$ cat config.mk
export PLATFORM = sky130hd
export DESIGN_NAME = sha512c_front
export DESIGN_NICKNAME = d
export VERILOG_FILES = /design/src/sv/sha512c_pkg.sv /design/src/sv/sha512c_front.sv
export SDC_FILE = /design/constraint.sdc
export NUM_CORES = 1
export LEC_CHECK = 0
export ABC_CLOCK_PERIOD_IN_PS = 2900
export BUFFER_PORTS_ARGS = -buffer_cell sky130_fd_sc_hd__buf_4
export CORE_ASPECT_RATIO = 0.6
export CORE_MARGIN = 3
export CORE_UTILIZATION = 29
export CTS_CLUSTER_SIZE = 10
export DETAILED_ROUTE_END_ITERATION = 6
export PLACE_DENSITY = 0.84
export RECOVER_POWER = 100
export SLEW_MARGIN = 20
export SYNTH_ARGS = -nofsm -noshare
export SYNTH_HDL_FRONTEND = slang
export SYNTH_SLANG_ARGS = --single-unit
$ cat constraint.sdc
create_clock -name clk_i -period 2.9 [get_ports clk_i]
set_input_delay 0.58 -clock clk_i [delete_from_list [all_inputs] [get_ports clk_i]]
set_output_delay 0.58 -clock clk_i [all_outputs]
set_load 0.01 [all_outputs]
$ cat src/sv/sha512c_pkg.sv
package sha512c_pkg;

  // Fixed widths of the data path
  localparam int unsigned WordW     = 64;
  localparam int unsigned Rounds    = 80;
  localparam int unsigned BlockWords = 16;
  localparam int unsigned HashWords = 8;

  // Default depth of the command queue between front and back
  localparam int unsigned QueueDepthDefault = 4;

  // Mode register codes
  localparam logic ModeSha512 = 1'b0;
  localparam logic ModeSha384 = 1'b1;

  // Index of the final digest word per mode
  localparam logic [2:0] LastIdxSha512 = 3'd7;
  localparam logic [2:0] LastIdxSha384 = 3'd5;

  localparam logic [3:0] LastWordIdx = 4'd15;
  localparam logic [6:0] LastRound   = 7'd79;

  // One input beat
  typedef struct packed {
    logic [WordW-1:0] message_word;
    logic             start_message;
    logic             last_block;
  } msg_in_t;

  // One output beat
  typedef struct packed {
    logic [WordW-1:0] digest_word;
    logic             digest_last;
  } digest_out_t;

  // Classified word, carried from front to back through the queue
  typedef struct packed {
    logic [WordW-1:0] word;
    logic             start;
    logic             block_end;
    logic             emit;
  } cmd_t;

  // Back-end status seen at the top level
  typedef struct packed {
    logic emitting;
    logic folding;
    logic round_last;
  } back_status_t;

  localparam logic [WordW-1:0] Iv512 [HashWords] = '{
    64'h6A09E667F3BCC908, 64'hBB67AE8584CAA73B, 64'h3C6EF372FE94F82B,
    64'hA54FF53A5F1D36F1, 64'h510E527FADE682D1, 64'h9B05688C2B3E6C1F,
    64'h1F83D9ABFB41BD6B, 64'h5BE0CD19137E2179
  };

  localparam logic [WordW-1:0] Iv384 [HashWords] = '{
    64'hCBBB9D5DC1059ED8, 64'h629A292A367CD507, 64'h9159015A3070DD17,
    64'h152FECD8F70E5939, 64'h67332667FFC00B31, 64'h8EB44A8768581511,
    64'hDB0C2E0D64F98FA7, 64'h47B5481DBEFA4FA4
  };

  localparam logic [WordW-1:0] RoundK [Rounds] = '{
    64'h428A2F98D728AE22, 64'h7137449123EF65CD, 64'hB5C0FBCFEC4D3B2F,
    64'hE9B5DBA58189DBBC, 64'h3956C25BF348B538, 64'h59F111F1B605D019,
    64'h923F82A4AF194F9B, 64'hAB1C5ED5DA6D8118, 64'hD807AA98A3030242,
    64'h12835B0145706FBE, 64'h243185BE4EE4B28C, 64'h550C7DC3D5FFB4E2,
    64'h72BE5D74F27B896F, 64'h80DEB1FE3B1696B1, 64'h9BDC06A725C71235,
    64'hC19BF174CF692694, 64'hE49B69C19EF14AD2, 64'hEFBE4786384F25E3,
    64'h0FC19DC68B8CD5B5, 64'h240CA1CC77AC9C65, 64'h2DE92C6F592B0275,
    64'h4A7484AA6EA6E483, 64'h5CB0A9DCBD41FBD4, 64'h76F988DA831153B5,
    64'h983E5152EE66DFAB, 64'hA831C66D2DB43210, 64'hB00327C898FB213F,
    64'hBF597FC7BEEF0EE4, 64'hC6E00BF33DA88FC2, 64'hD5A79147930AA725,
    64'h06CA6351E003826F, 64'h142929670A0E6E70, 64'h27B70A8546D22FFC,
    64'h2E1B21385C26C926, 64'h4D2C6DFC5AC42AED, 64'h53380D139D95B3DF,
    64'h650A73548BAF63DE, 64'h766A0ABB3C77B2A8, 64'h81C2C92E47EDAEE6,
    64'h92722C851482353B, 64'hA2BFE8A14CF10364, 64'hA81A664BBC423001,
    64'hC24B8B70D0F89791, 64'hC76C51A30654BE30, 64'hD192E819D6EF5218,
    64'hD69906245565A910, 64'hF40E35855771202A, 64'h106AA07032BBD1B8,
    64'h19A4C116B8D2D0C8, 64'h1E376C085141AB53, 64'h2748774CDF8EEB99,
    64'h34B0BCB5E19B48A8, 64'h391C0CB3C5C95A63, 64'h4ED8AA4AE3418ACB,
    64'h5B9CCA4F7763E373, 64'h682E6FF3D6B2B8A3, 64'h748F82EE5DEFB2FC,
    64'h78A5636F43172F60, 64'h84C87814A1F0AB72, 64'h8CC702081A6439EC,
    64'h90BEFFFA23631E28, 64'hA4506CEBDE82BDE9, 64'hBEF9A3F7B2C67915,
    64'hC67178F2E372532B, 64'hCA273ECEEA26619C, 64'hD186B8C721C0C207,
    64'hEADA7DD6CDE0EB1E, 64'hF57D4F7FEE6ED178, 64'h06F067AA72176FBA,
    64'h0A637DC5A2C898A6, 64'h113F9804BEF90DAE, 64'h1B710B35131C471B,
    64'h28DB77F523047D84, 64'h32CAAB7B40C72493, 64'h3C9EBE0A15C9BEBC,
    64'h431D67C49C100D4C, 64'h4CC5D4BECB3E42B6, 64'h597F299CFC657E2A,
    64'h5FCB6FAB3AD6FAEC, 64'h6C44198C4A475817
  };

  // Round constant lookup; indexes past the last round read as zero
  function automatic logic [WordW-1:0] round_k(input logic [6:0] idx);
    logic [WordW-1:0] k;
    k = '0;
    if (idx <= LastRound) begin
      k = RoundK[idx];
    end
    return k;
  endfunction

  function automatic logic [WordW-1:0] big_sigma0(input logic [WordW-1:0] x);
    return {x[27:0], x[63:28]} ^ {x[33:0], x[63:34]} ^ {x[38:0], x[63:39]};
  endfunction

  function automatic logic [WordW-1:0] big_sigma1(input logic [WordW-1:0] x);
    return {x[13:0], x[63:14]} ^ {x[17:0], x[63:18]} ^ {x[40:0], x[63:41]};
  endfunction

  function automatic logic [WordW-1:0] small_sigma0(input logic [WordW-1:0] x);
    return {x[0], x[63:1]} ^ {x[7:0], x[63:8]} ^ {7'd0, x[63:7]};
  endfunction

  function automatic logic [WordW-1:0] small_sigma1(input logic [WordW-1:0] x);
    return {x[18:0], x[63:19]} ^ {x[60:0], x[63:61]} ^ {6'd0, x[63:6]};
  endfunction

endpackage

$ cat src/sv/sha512c_front.sv
module sha512c_front
  import sha512c_pkg::*;
(
  input  logic    clk_i,
  input  logic    rst_ni,
  input  logic    in_valid_i,
  output logic    in_ready_o,
  input  msg_in_t in_data_i,
  output logic    push_o,
  output cmd_t    cmd_o,
  input  logic    full_i
);

  logic [3:0] word_cnt_q, word_cnt_d;
  logic       final_q, final_d;
  logic [3:0] cnt_eff;
  logic       fin_eff;
  logic       block_end;

  assign in_ready_o = ~full_i;
  assign push_o     = in_valid_i & ~full_i;

  // Classify the beat: a start drops any partial block and clears the last flag
  always_comb begin
    cnt_eff   = in_data_i.start_message ? 4'd0 : word_cnt_q;
    fin_eff   = (in_data_i.start_message ? 1'b0 : final_q) | in_data_i.last_block;
    block_end = (cnt_eff == LastWordIdx);

    cmd_o.word      = in_data_i.message_word;
    cmd_o.start     = in_data_i.start_message;
    cmd_o.block_end = block_end;
    cmd_o.emit      = block_end & fin_eff;

    word_cnt_d = word_cnt_q;
    final_d    = final_q;
    if (push_o) begin
      word_cnt_d = block_end ? 4'd0 : cnt_eff + 4'd1;
      final_d    = block_end ? 1'b0 : fin_eff;
    end
  end

  always_ff @(posedge clk_i or negedge rst_ni) begin
    if (!rst_ni) begin
      word_cnt_q <= '0;
      final_q    <= 1'b0;
    end else begin
      word_cnt_q <= word_cnt_d;
      final_q    <= final_d;
    end
  end

endmodule

**After elaboration in Yosys (flattened, before gate mapping)**

Cells that the tools add are included.

- Flip-flop bits (word level): 5
- Bits of input ports: 70

- $add $sub $neg: 1
- Eq/ne operators: 1
- Mux-type cells: 4
- Bitwise logic cells: 4

Operators by type and width:

| cell | number |
|---|---|
| $mux W4 | 2 |
| $add A4 B1 Y4 const B | 1 |
| $eq A4 B4 Y1 const B | 1 |
| $and A1 B1 Y1 | 2 |
| $mux W1 | 2 |
| $not A1 Y1 | 1 |
| $or A1 B1 Y1 | 1 |

**Longest topological paths before layout**

- Depth after elaboration: 3
- Mapped depth: 5
- Mapped depth without buffers: 5

**Least setup slack after synthesis**

OpenSTA, ideal clock, no wires.

- Path type: input-to-output
- Start point: input port in_data_i[1] (netlist bit)
- End point: output port cmd_o[0] (netlist bit)
- Arrival time: 1.403 ns
- Required time: 2.320 ns
- Path slack: 0.917 ns
- Stages: 4
- Path buffers: 0
- Cell sequence: and2b_2 -> ha_1 -> nand2_1 -> nor3_1

RTL lines:

| element | line | source |
|---|---|---|
| start, declared | sha512c_front.sv:8 | `input msg_in_t in_data_i,` |
| end, declared | sha512c_front.sv:10 | `output cmd_t cmd_o,` |

==> results.md <==
- Outcome: finished clean
- Actual slew at the worst max-slew pin: 0.3048 ns
- Vias in the first global route: 394
- Synth area leader: buf_4
- Routed wire length: 1105 µm
- Logic gate share of total power: 15.0%
- Finish-stage setup viols: 0
- Number of max-cap violations: 0
- Layout cells sized above 1: a little under a fifth
- Core ar.: ~2400 µm²
- DIE HEIGHT: 46.29 µm
- Largest net degree at the start of global routing: 9
- Final Cycle Share: around four fifths
- DRC violations left: 0
- RePlAce Congestion: 0.6722
- Final core occ: 17.82%
- Antenna Cells: 0
- Fin. max-slew vios: 0
- Die X: 73.15 µm
- Commonest cells post-synth: buf_4 (66), nand2_1 (6), dfrtp_1 (5), a21oi_1 (3), inv_1 (3)
- GRT Util Overall: 6.882%
- Leak: 0.0001835 µW
- Clock skew: 0.0008117 ns
- Crit path buf inv count: 2
- Critical Path Sink Type: output pin
- Internal power: 193.2 µW
- PostCTS Resize Cnt: 0
- Vias: 382
- Max Freq: around 0.43 GHz
- Switching Share: 24.35%
- Slew headroom: between 70% and 80%
- FP Rows: 13
- DP Wirelength: 870.7 µm
- Post-Syn Instances: 99
- CP arrival: 1.75 ns
- Crit path kind: input port to output pin
- Top-Level Pins: ~140
- Cell area after synthesis: 784.5 µm²
- Avg WL per Cell: 14.35 µm
- Post-synth EDFFs: 0
- Final nets: between 100 and 150
- Num CTS Buffers: 3
- CTS tree: yes
- Non-Filler Instances: 77
- Hold Buf Count CTS: 0
- Clock Power Share: 49.1%
- Delay of the slowest critical-path stage: 0.26 ns
- Area of the multi-input gates: 152.6 µm²
- CP most frequent cell: clkbuf_1
- Register area share after synthesis: 15.95%
- Delay-heaviest family, CP: simple AND/OR/NAND/NOR gates
- First-pass GRT wire length: 1669 µm
- Most common cell in the synthesized netlist: buf_4
- Final hold vios: 0
- Die area: 3386 µm²
- Area growth syn-to-layout: -46.41%
- Power Density: 607.5 nW/µm²
- Async set-reset flop share out of synthesis: 100.0%
- Sink Count: 5
- Final setup TNS: 0 ns
- Post-CTS setup buffers: 0
- Worst hold path type: input port to async pin
- Syn_nets: 170
- Fillers: 267
- DR iter-0 viols: 48
- Initial antenna violation count: 0
- Clk pin slew, worst setup/hold paths: 0.03 ns
- Max Root-Sink Buffers: 2
- Overflow after GRT: 0
- Area contributors post-synth: buf_4 (63%), dfrtp_1 (16%), nand2_1 (2.9%)
- Most used DFF post-synth: dfrtp_1
- Worst Path Max Fanout: 8
- Total number of yosys warnings: 0
- Yosys cell types: 20
- WP data required: roughly 2.3 ns
- Syn_area_per_cell: 7.924 µm²
- Crit path cell chain: clkbuf_1, and2b_2, ha_1, nand2_1, nor3_1, clkbuf_1
- VDD IR max: 0.09878 mV
- Yosys top cell area share: 63.16%
- Skew-Pair Late Insertion Delay: 0.22 ns
- Unrepaired setup endpoints after global routing: false
- Fin Hold WS: approximately 0.20 ns
- Starting Density: 33.26%
- Vias per cell: 4.961
- Sequential share of power: 35.9%
- Final antenna-violating net count: 0
- Final min period: 2.330 ns
- DR pass1 iterations: 4
- Root buf cell: clkbuf_8
- Crit path launch type: input port
- Placed Cells: 73
- Slowest cell on the critical path: and2b_2
- Area occupied by registers: 125.1 µm²
- PortBufs: 10
- Power, Total: 255.4 µW
- H-tree Lvls: 1
- Sw power: 62.18 µW
- FF+latch count, synth: 5
cell families (layout without fill, tap and decap cells):
logic type	Yosys count	after routing	synth area share, %
buf+inv	69	17	64.59
flops	5	5	15.95
mux	1	1	1.276
simple gates	14	14	9.250
compound gates	9	9	7.337
fa+ha+maj	1	1	1.595
cell usage in the layout, fill, tap and decap left out, drive strengths merged:
cell type / instances
a221o: 1
buf: 3
inv: 3
nand3: 1
and2b: 1
ha: 1
clkbuf: 11
nor2: 1
nor2b: 1
a21oi: 4
dfrtp: 5
nand2: 6
nand2b: 2
nor3: 1
a31oi: 1
o31ai: 1
nor4: 1
o21ai: 2
mux2i: 1
layer usage:
layer  vias up  routed length [µm]  track usage, %
met2        53                 463           8.526
met5         -                   0               0
met3         6                 245           8.061
li1        143                   -               -
met1       180                 360           4.878
met4         0                  36           8.824
registers in the layout, summed over array words and instances, names as in the netlist:
| signal | cells |
|---|---|
| word_cnt_q | 4 |
| final_q | 1 |
worst register-to-register path: cells and delay by family (launching register included):
| family | cells | cell delay, ns |
|---|---|---|
| compound gates | 1 | 0.13 |
| flops | 1 | 0.36 |
| fa+ha+maj | 1 | 0.29 |
| simple gates | 3 | 0.53 |
final timing paths:
check,slack (ns),cells past startpoint,end,from
min in group clk_i,0.50,2,word_cnt_q[1]$_DFFE_PN0P_,word_cnt_q[1]$_DFFE_PN0P_
hold reg to reg,0.50,2,word_cnt_q[1]$_DFFE_PN0P_,word_cnt_q[1]$_DFFE_PN0P_
setup / recovery,0.57,6,cmd_o[0],in_data_i[1]
max in group asynchronous,2.49,1,word_cnt_q[1]$_DFFE_PN0P_,rst_ni
hold / removal,0.20,1,word_cnt_q[2]$_DFFE_PN0P_,rst_ni
setup reg to reg,1.47,5,final_q$_DFFE_PN0P_,word_cnt_q[0]$_DFFE_PN0P_
power groups by stage:
stage | sequential [µW] | combinational, µW | clock, µW
2_1_floorplan | 89.5 | 116 | 0
3_3_place_gp | 91.2 | 39.9 | 0
3_5_place_dp | 91.7 | 41.5 | 0
4_1_cts | 91.0 | 41.7 | 128
5_1_grt | 93.2 | 43.0 | 133
6_report | 91.6 | 38.3 | 125
final cells by class:
class                   count  area share, %
clock buffers               4          10.71
inverters                   3          2.679
multi-input cells          25          36.31
flip-flops and latches      5          29.76
well taps                  30          8.929
repair buffers             10          11.61
per-stage QoR:
stage | worst slack [ns] | area, µm²
detailed placement | 0.6698 | 401.6
CTS | 0.6678 | 446.7
finish | 0.5696 | 420.4
global placement | 0.7086 | 401.6
floorplan | 0.9170 | 784.5
global route | 0.4358 | 420.4
(Power assumes the default switching activity.)
