===== config.mk =====
export PLATFORM = sky130hd
export DESIGN_NAME = sha512c_fifo
export DESIGN_NICKNAME = d
export VERILOG_FILES = /design/src/sv/sha512c_pkg.sv /design/src/sv/sha512c_fifo.sv
export SDC_FILE = /design/constraint.sdc
export NUM_CORES = 1
export LEC_CHECK = 0
export BUFFER_PORTS_ARGS = -buffer_cell sky130_fd_sc_hd__buf_2
export CAP_MARGIN = 0
export CORE_MARGIN = 2
export CORE_UTILIZATION = 40
export CTS_BUF_LIST = sky130_fd_sc_hd__clkbuf_2
export DETAILED_ROUTE_END_ITERATION = 6
export GPL_ROUTABILITY_DRIVEN = 0
export PLACE_DENSITY = 0.57
export SYNTH_ARGS = -nofsm -noshare
export SYNTH_HDL_FRONTEND = slang
export SYNTH_SLANG_ARGS = --single-unit

===== constraint.sdc =====
create_clock -name clk_i -period 10.1 [get_ports clk_i]
set_clock_uncertainty 0.05 [all_clocks]
set_input_delay 2.02 -clock clk_i [delete_from_list [all_inputs] [get_ports clk_i]]
set_output_delay 2.02 -clock clk_i [all_outputs]
set_load 0.05 [all_outputs]

===== src/sv/sha512c_pkg.sv =====
package sha512c_pkg;

  // Fixed widths of the data path
  localparam int unsigned WordW     = 64;
  localparam int unsigned Rounds    = 80;
  localparam int unsigned BlockWords = 16;
  localparam int unsigned HashWords = 8;

  // Default depth of the command queue between front and back
  localparam int unsigned QueueDepthDefault = 4;

  // Mode register codes
  localparam logic ModeSha512 = 1'b0;
  localparam logic ModeSha384 = 1'b1;

  // Index of the final digest word per mode
  localparam logic [2:0] LastIdxSha512 = 3'd7;
  localparam logic [2:0] LastIdxSha384 = 3'd5;

  localparam logic [3:0] LastWordIdx = 4'd15;
  localparam logic [6:0] LastRound   = 7'd79;

  // One input beat
  typedef struct packed {
    logic [WordW-1:0] message_word;
    logic             start_message;
    logic             last_block;
  } msg_in_t;

  // One output beat
  typedef struct packed {
    logic [WordW-1:0] digest_word;
    logic             digest_last;
  } digest_out_t;

  // Classified word, carried from front to back through the queue
  typedef struct packed {
    logic [WordW-1:0] word;
    logic             start;
    logic             block_end;
    logic             emit;
  } cmd_t;

  // Back-end status seen at the top level
  typedef struct packed {
    logic emitting;
    logic folding;
    logic round_last;
  } back_status_t;

  localparam logic [WordW-1:0] Iv512 [HashWords] = '{
    64'h6A09E667F3BCC908, 64'hBB67AE8584CAA73B, 64'h3C6EF372FE94F82B,
    64'hA54FF53A5F1D36F1, 64'h510E527FADE682D1, 64'h9B05688C2B3E6C1F,
    64'h1F83D9ABFB41BD6B, 64'h5BE0CD19137E2179
  };

  localparam logic [WordW-1:0] Iv384 [HashWords] = '{
    64'hCBBB9D5DC1059ED8, 64'h629A292A367CD507, 64'h9159015A3070DD17,
    64'h152FECD8F70E5939, 64'h67332667FFC00B31, 64'h8EB44A8768581511,
    64'hDB0C2E0D64F98FA7, 64'h47B5481DBEFA4FA4
  };

  localparam logic [WordW-1:0] RoundK [Rounds] = '{
    64'h428A2F98D728AE22, 64'h7137449123EF65CD, 64'hB5C0FBCFEC4D3B2F,
    64'hE9B5DBA58189DBBC, 64'h3956C25BF348B538, 64'h59F111F1B605D019,
    64'h923F82A4AF194F9B, 64'hAB1C5ED5DA6D8118, 64'hD807AA98A3030242,
    64'h12835B0145706FBE, 64'h243185BE4EE4B28C, 64'h550C7DC3D5FFB4E2,
    64'h72BE5D74F27B896F, 64'h80DEB1FE3B1696B1, 64'h9BDC06A725C71235,
    64'hC19BF174CF692694, 64'hE49B69C19EF14AD2, 64'hEFBE4786384F25E3,
    64'h0FC19DC68B8CD5B5, 64'h240CA1CC77AC9C65, 64'h2DE92C6F592B0275,
    64'h4A7484AA6EA6E483, 64'h5CB0A9DCBD41FBD4, 64'h76F988DA831153B5,
    64'h983E5152EE66DFAB, 64'hA831C66D2DB43210, 64'hB00327C898FB213F,
    64'hBF597FC7BEEF0EE4, 64'hC6E00BF33DA88FC2, 64'hD5A79147930AA725,
    64'h06CA6351E003826F, 64'h142929670A0E6E70, 64'h27B70A8546D22FFC,
    64'h2E1B21385C26C926, 64'h4D2C6DFC5AC42AED, 64'h53380D139D95B3DF,
    64'h650A73548BAF63DE, 64'h766A0ABB3C77B2A8, 64'h81C2C92E47EDAEE6,
    64'h92722C851482353B, 64'hA2BFE8A14CF10364, 64'hA81A664BBC423001,
    64'hC24B8B70D0F89791, 64'hC76C51A30654BE30, 64'hD192E819D6EF5218,
    64'hD69906245565A910, 64'hF40E35855771202A, 64'h106AA07032BBD1B8,
    64'h19A4C116B8D2D0C8, 64'h1E376C085141AB53, 64'h2748774CDF8EEB99,
    64'h34B0BCB5E19B48A8, 64'h391C0CB3C5C95A63, 64'h4ED8AA4AE3418ACB,
    64'h5B9CCA4F7763E373, 64'h682E6FF3D6B2B8A3, 64'h748F82EE5DEFB2FC,
    64'h78A5636F43172F60, 64'h84C87814A1F0AB72, 64'h8CC702081A6439EC,
    64'h90BEFFFA23631E28, 64'hA4506CEBDE82BDE9, 64'hBEF9A3F7B2C67915,
    64'hC67178F2E372532B, 64'hCA273ECEEA26619C, 64'hD186B8C721C0C207,
    64'hEADA7DD6CDE0EB1E, 64'hF57D4F7FEE6ED178, 64'h06F067AA72176FBA,
    64'h0A637DC5A2C898A6, 64'h113F9804BEF90DAE, 64'h1B710B35131C471B,
    64'h28DB77F523047D84, 64'h32CAAB7B40C72493, 64'h3C9EBE0A15C9BEBC,
    64'h431D67C49C100D4C, 64'h4CC5D4BECB3E42B6, 64'h597F299CFC657E2A,
    64'h5FCB6FAB3AD6FAEC, 64'h6C44198C4A475817
  };

  // Round constant lookup; indexes past the last round read as zero
  function automatic logic [WordW-1:0] round_k(input logic [6:0] idx);
    logic [WordW-1:0] k;
    k = '0;
    if (idx <= LastRound) begin
      k = RoundK[idx];
    end
    return k;
  endfunction

  function automatic logic [WordW-1:0] big_sigma0(input logic [WordW-1:0] x);
    return {x[27:0], x[63:28]} ^ {x[33:0], x[63:34]} ^ {x[38:0], x[63:39]};
  endfunction

  function automatic logic [WordW-1:0] big_sigma1(input logic [WordW-1:0] x);
    return {x[13:0], x[63:14]} ^ {x[17:0], x[63:18]} ^ {x[40:0], x[63:41]};
  endfunction

  function automatic logic [WordW-1:0] small_sigma0(input logic [WordW-1:0] x);
    return {x[0], x[63:1]} ^ {x[7:0], x[63:8]} ^ {7'd0, x[63:7]};
  endfunction

  function automatic logic [WordW-1:0] small_sigma1(input logic [WordW-1:0] x);
    return {x[18:0], x[63:19]} ^ {x[60:0], x[63:61]} ^ {6'd0, x[63:6]};
  endfunction

endpackage


===== src/sv/sha512c_fifo.sv =====
module sha512c_fifo
  import sha512c_pkg::*;
#(
  parameter int unsigned Depth = QueueDepthDefault
) (
  input  logic clk_i,
  input  logic rst_ni,
  input  logic push_i,
  input  cmd_t data_i,
  output logic full_o,
  input  logic pop_i,
  output logic valid_o,
  output cmd_t data_o
);

  localparam int unsigned PtrW = (Depth > 1) ? $clog2(Depth) : 1;
  localparam int unsigned CntW = $clog2(Depth + 1);

  cmd_t            mem_q [Depth];
  logic [PtrW-1:0] wr_ptr_q, rd_ptr_q;
  logic [CntW-1:0] count_q;
  logic            do_push, do_pop;

  assign full_o  = (count_q == CntW'(Depth));
  assign valid_o = (count_q != '0);
  assign data_o  = mem_q[rd_ptr_q];
  assign do_push = push_i & ~full_o;
  assign do_pop  = pop_i & valid_o;

  function automatic logic [PtrW-1:0] ptr_next(input logic [PtrW-1:0] p);
    return (p == PtrW'(Depth - 1)) ? '0 : p + 1'b1;
  endfunction

  // Advance pointers and occupancy
  always_ff @(posedge clk_i or negedge rst_ni) begin
    if (!rst_ni) begin
      wr_ptr_q <= '0;
      rd_ptr_q <= '0;
      count_q  <= '0;
    end else begin
      if (do_push) begin
        wr_ptr_q <= ptr_next(wr_ptr_q);
      end
      if (do_pop) begin
        rd_ptr_q <= ptr_next(rd_ptr_q);
      end
      if (do_push && !do_pop) begin
        count_q <= count_q + 1'b1;
      end else if (do_pop && !do_push) begin
        count_q <= count_q - 1'b1;
      end
    end
  end

  // Store the beat
  always_ff @(posedge clk_i) begin
    if (do_push) begin
      mem_q[wr_ptr_q] <= data_i;
    end
  end

endmodule


# After elaboration in Yosys (flattened, before gate mapping)

Memory sizes are Yosys's and may differ from the RTL's.
Cells that the tools add are included.

$add $sub $neg: 4
Muxes and demuxes: 6
Bitwise gates (word level): 3
Reductions and logical operators: 6
Equality and inequality tests: 3

Operator list:

| cell                                                               | number |
|---|---|
| 3-bit 2-to-1 mux                                                   | 2 |
| 2-bit by 1-bit adder with 2-bit output, second input constant      | 2 |
| 2-bit == test, second input constant                               | 2 |
| 2-bit 2-to-1 mux                                                   | 2 |
| 3-bit by 1-bit adder with 3-bit output, second input constant      | 1 |
| 3-bit == test, second input constant                               | 1 |
| 3-bit nonzero test                                                 | 1 |
| 3-bit by 1-bit subtractor with 3-bit output, second input constant | 1 |
| 1-bit AND                                                          | 2 |
| 1-bit logical AND                                                  | 2 |
| 1-bit logical NOT                                                  | 2 |
| 1-bit 2-to-1 mux                                                   | 2 |
| 2-bit nonzero test                                                 | 1 |
| 1-bit NOT                                                          | 1 |

Output and inout bits: 69
Flip-flop bits (word level): 7
Memories: 1
Memory bits (writable): 268

Memory list:

| name  | words | width | rd ports | clocked after memory_dff | wr ports | line               | RTL |
|---|---|---|---|---|---|---|---|
| mem_q | 4     | 67    | 1        | 0                        | 1        | sha512c_fifo.sv:19 | `cmd_t mem_q [Depth];` |

# Longest topological paths before layout

Depth in word-level cells: 7
Depth in mapped cells: 8

# Least setup slack after synthesis

OpenSTA, ideal clock, no wires.

Kind: input -> register
Start point: input port push_i
End point: memory mem_q[3][0] (netlist bit) (enable)
Stages on the path: 2
Library setup time: 0.494 ns
Path buffers: 0
Arrival: 4.889 ns
Setup slack: 4.667 ns
Path through: nand2_1 -> nor2_1

Word-level cells in the longest chain between the ends: 3

Ends and longest elaborated chain:

| what                                   | line               | RTL |
|---|---|---|
| start, declared                        | sha512c_fifo.sv:8  | `input logic push_i,` |
| 1-bit AND                              | sha512c_fifo.sv:27 | `assign do_push = push_i & ~full_o;` |
| 1-bit 2-to-1 mux                       | sha512c_fifo.sv:57 | `if (do_push) begin` |
| 1-bit 2-to-1 mux (not written as such) | sha512c_fifo.sv:58 | `mem_q[wr_ptr_q] <= data_i;` |
| end, declared                          | sha512c_fifo.sv:19 |  |

No other way between the ends.

==> results.yml <==
sta:
  hold_viol_final: 0
  worst_pin_slew_ps: 1090
  finalSetupTns_ps: 0
  rsz0062_at_grt: "no"
  setup_violations: 0
  min_period_ps: 5326
  setup_slack_ps: 4774
  post-route-period-util: 0.5273
  max_slew_margin: 0.2736
  max_freq_ghz: 0.1878
  slew_violations: 0
floorplanning:
  core_area_um2: 25040
  die_h_um: 163
  dieArea_um2: 26570
  die-width_um: 163
  rows: 58
  ios: 140
  start_util: 0.4039
synth:
  synth_top_area_cell: "edfxtp_1"
  syn_inst: 388
  synth_warnings: 0
  syn-num-nets: 466
  ys_seq_elements: 275
  synthTopCellsByArea: "edfxtp_1 80%, mux4_2 15%, dfrtp_1 1.7%"
  synth.yosys.seq_area_share: 0.8132
  synth_top_area_share: 0.7958
  avgSynthCellArea_um2: 26.06
  synth.cell_area_um2: 10110
  ys_types: 20
routing:
  dr_wl_met2_um: 9356
  wire_per_inst_um: 19.16
  drc_errors: 0
  wl_um: 18510
  drtIter0Drc: 242
  wl_met1_um: 7594
  dr.max_layer_used: "met4"
  vias_per_cell: 4.920
  first_pass_iters: 4
  vias: 4753
  drt.antenna.violating_nets: 0
  wl_met3_um: 1183
cells_and_area:
  stdcell_count: 966
  nFillCells: 2181
  drive_above_1_share: 0.5174
  seq_area_um2: 8230
  synthToLayoutAreaGrowth_pct: 16.70
  nets: 665
  multi_input_area_um2: 1768
  most-common-layout-cells: "268 x edfxtp_1, 139 x buf_2, 97 x clkbuf_2"
  fin_area_um2: 11800
  layout_commonest_cell: "edfxtp_1"
cts:
  htreeDepth: 3
  ctsHoldBuffers: 0
  post_cts_buffers: 0
  worst_skew_pair.late_latency_ps: 750
  ctsResizeCount: 0
  cts_num_sinks: 275
  cts_buffers: 71
  path_clk_slew_ps: 100
  clk_path_buf_depth: 3
  root_buffer: "clkbuf_2"
  tritoncts: "yes"
worst_setup_path:
  crit_arrival_ps: 3260
  worstSetupPathType: "reg2out"
  worst-path-max-fanout: 36
  worstPathRequired_ps: 8030
  crit_path_end_kind: "output port"
  start_kind: "flip-flop"
pwr:
  leakagePower_nw: 4.144
  peakVddDrop_v: 0.0001834
  power_density_nw_per_um2: 329.1
global_route:
  antenna_found_initial: 2
  grt_max_degree: 70
  grt_first_pass_wirelength_um: 28700
  grt-ovfl-total: 0
  grt_usage: 0.1460
  grt_pass1_vias: 5315
placed_design:
  post-place-ws_ps: 5401
  place_hpwl_um: 9990
  placed_area_um2: 11140
  dp_cells: 844
  port_buffers: 139
min_path:
  worstHoldPathType: "reg2reg"
flow_run:
  drv_cap: 0
run_status:
  outcome: "complete, no violations"
==> flip-flops by register name (all words and copies together) (netlist names) <==
signal / cells
rd_ptr_q: 2
wr_ptr_q: 2
count_q: 3
mem_q: 268
==> layout make-up <==
| type | instances | area share |
|---|---|---|
| Clock buffer | 97 | 0.04114 |
| Clock inverter | 23 | 0.01442 |
| Inverter | 3 | 0.0009542 |
| Timing Repair Buffer | 142 | 0.06086 |
| Sequential cell | 275 | 0.6974 |
| Multi-Input combinational cell | 94 | 0.1498 |
| Antenna cell | 2 | 0.0004241 |
| Tap cell | 330 | 0.03499 |
==> path summary, 6_finish.rpt <==
| kind | start | end | slack [ps] | cells past startpoint |
|---|---|---|---|---|
| hold / removal | count_q[2] | count_q[2] | 460 | 1 |
| max in group asynchronous | rst_ni | count_q[1] | 8770 | 1 |
| setup reg to reg | count_q[2] | mem_q[2][48] | 7530 | 4 |
| setup / recovery | rd_ptr_q[0] | data_o[46] | 4770 | 3 |
| min in group asynchronous | rst_ni | wr_ptr_q[0] | 1040 | 1 |
| hold reg to reg | count_q[2] | count_q[2] | 460 | 1 |
==> through the flow <==
step / hold slack, ps / total power, W / utilization
2_1_floorplan: 395.3 / 0.002854 / -
3_3_place_gp: 411.8 / 0.003168 / 0.4450
3_5_place_dp: 439.4 / 0.003197 / 0.4450
4_1_cts: 457.5 / 0.003966 / 0.4712
5_1_grt: 470.5 / 0.004087 / 0.4714
6_report: 464.3 / 0.003884 / 0.4714
==> synthesized netlist by cell type <==
cell / n
edfxtp_1: 268
fa_1: 1
xnor2_1: 1
nor3b_2: 1
nor2_1: 4
buf_6: 1
xor2_1: 2
and2_1: 3
mux2_2: 5
buf_12: 2
clkbuf_1: 3
buf_4: 5
dfrtp_1: 7
buf_2: 5
or3_1: 1
ha_1: 6
nor2b_1: 1
nand2_1: 2
inv_1: 3
mux4_2: 67
==> per-layer routing <==
metal,up-vias,global-route usage
met1,2459,0.1731
li1,2111,-
met2,156,0.2413
met3,27,0.04813
met4,0,0.07039
met5,-,0
==> logic make-up (layout without fill, tap and decap cells) <==
| family | count (synthesis) | count (layout) | synth area share |
|---|---|---|---|
| muxes | 72 | 72 | 0.1548 |
| DFF | 275 | 275 | 0.8132 |
| xor gates and xnor gates | 3 | 3 | 0.002599 |
| adders and majority gates | 7 | 7 | 0.009403 |
| buffers and inverters | 19 | 265 | 0.01349 |
| other | 0 | 2 | 0 |
| and+or+nand+nor | 12 | 12 | 0.006558 |
==> critical path, stage by stage, from the launching register on <==
cell and delay (ps):
dfrtp_4 930, buf_4 710, mux4_2 610, buf_2 230
==> report_power, final <==
group | total (W) | internal, W | switching [W]
combinational | 0.00146 | 0.000455 | 0.00101
sequential | 0.00167 | 0.00151 | 0.000158
clock | 0.000754 | 0.000337 | 0.000417
total | 0.00388 | 0.00230 | 0.00158
No activity file was read; power rests on OpenSTA's default activity.
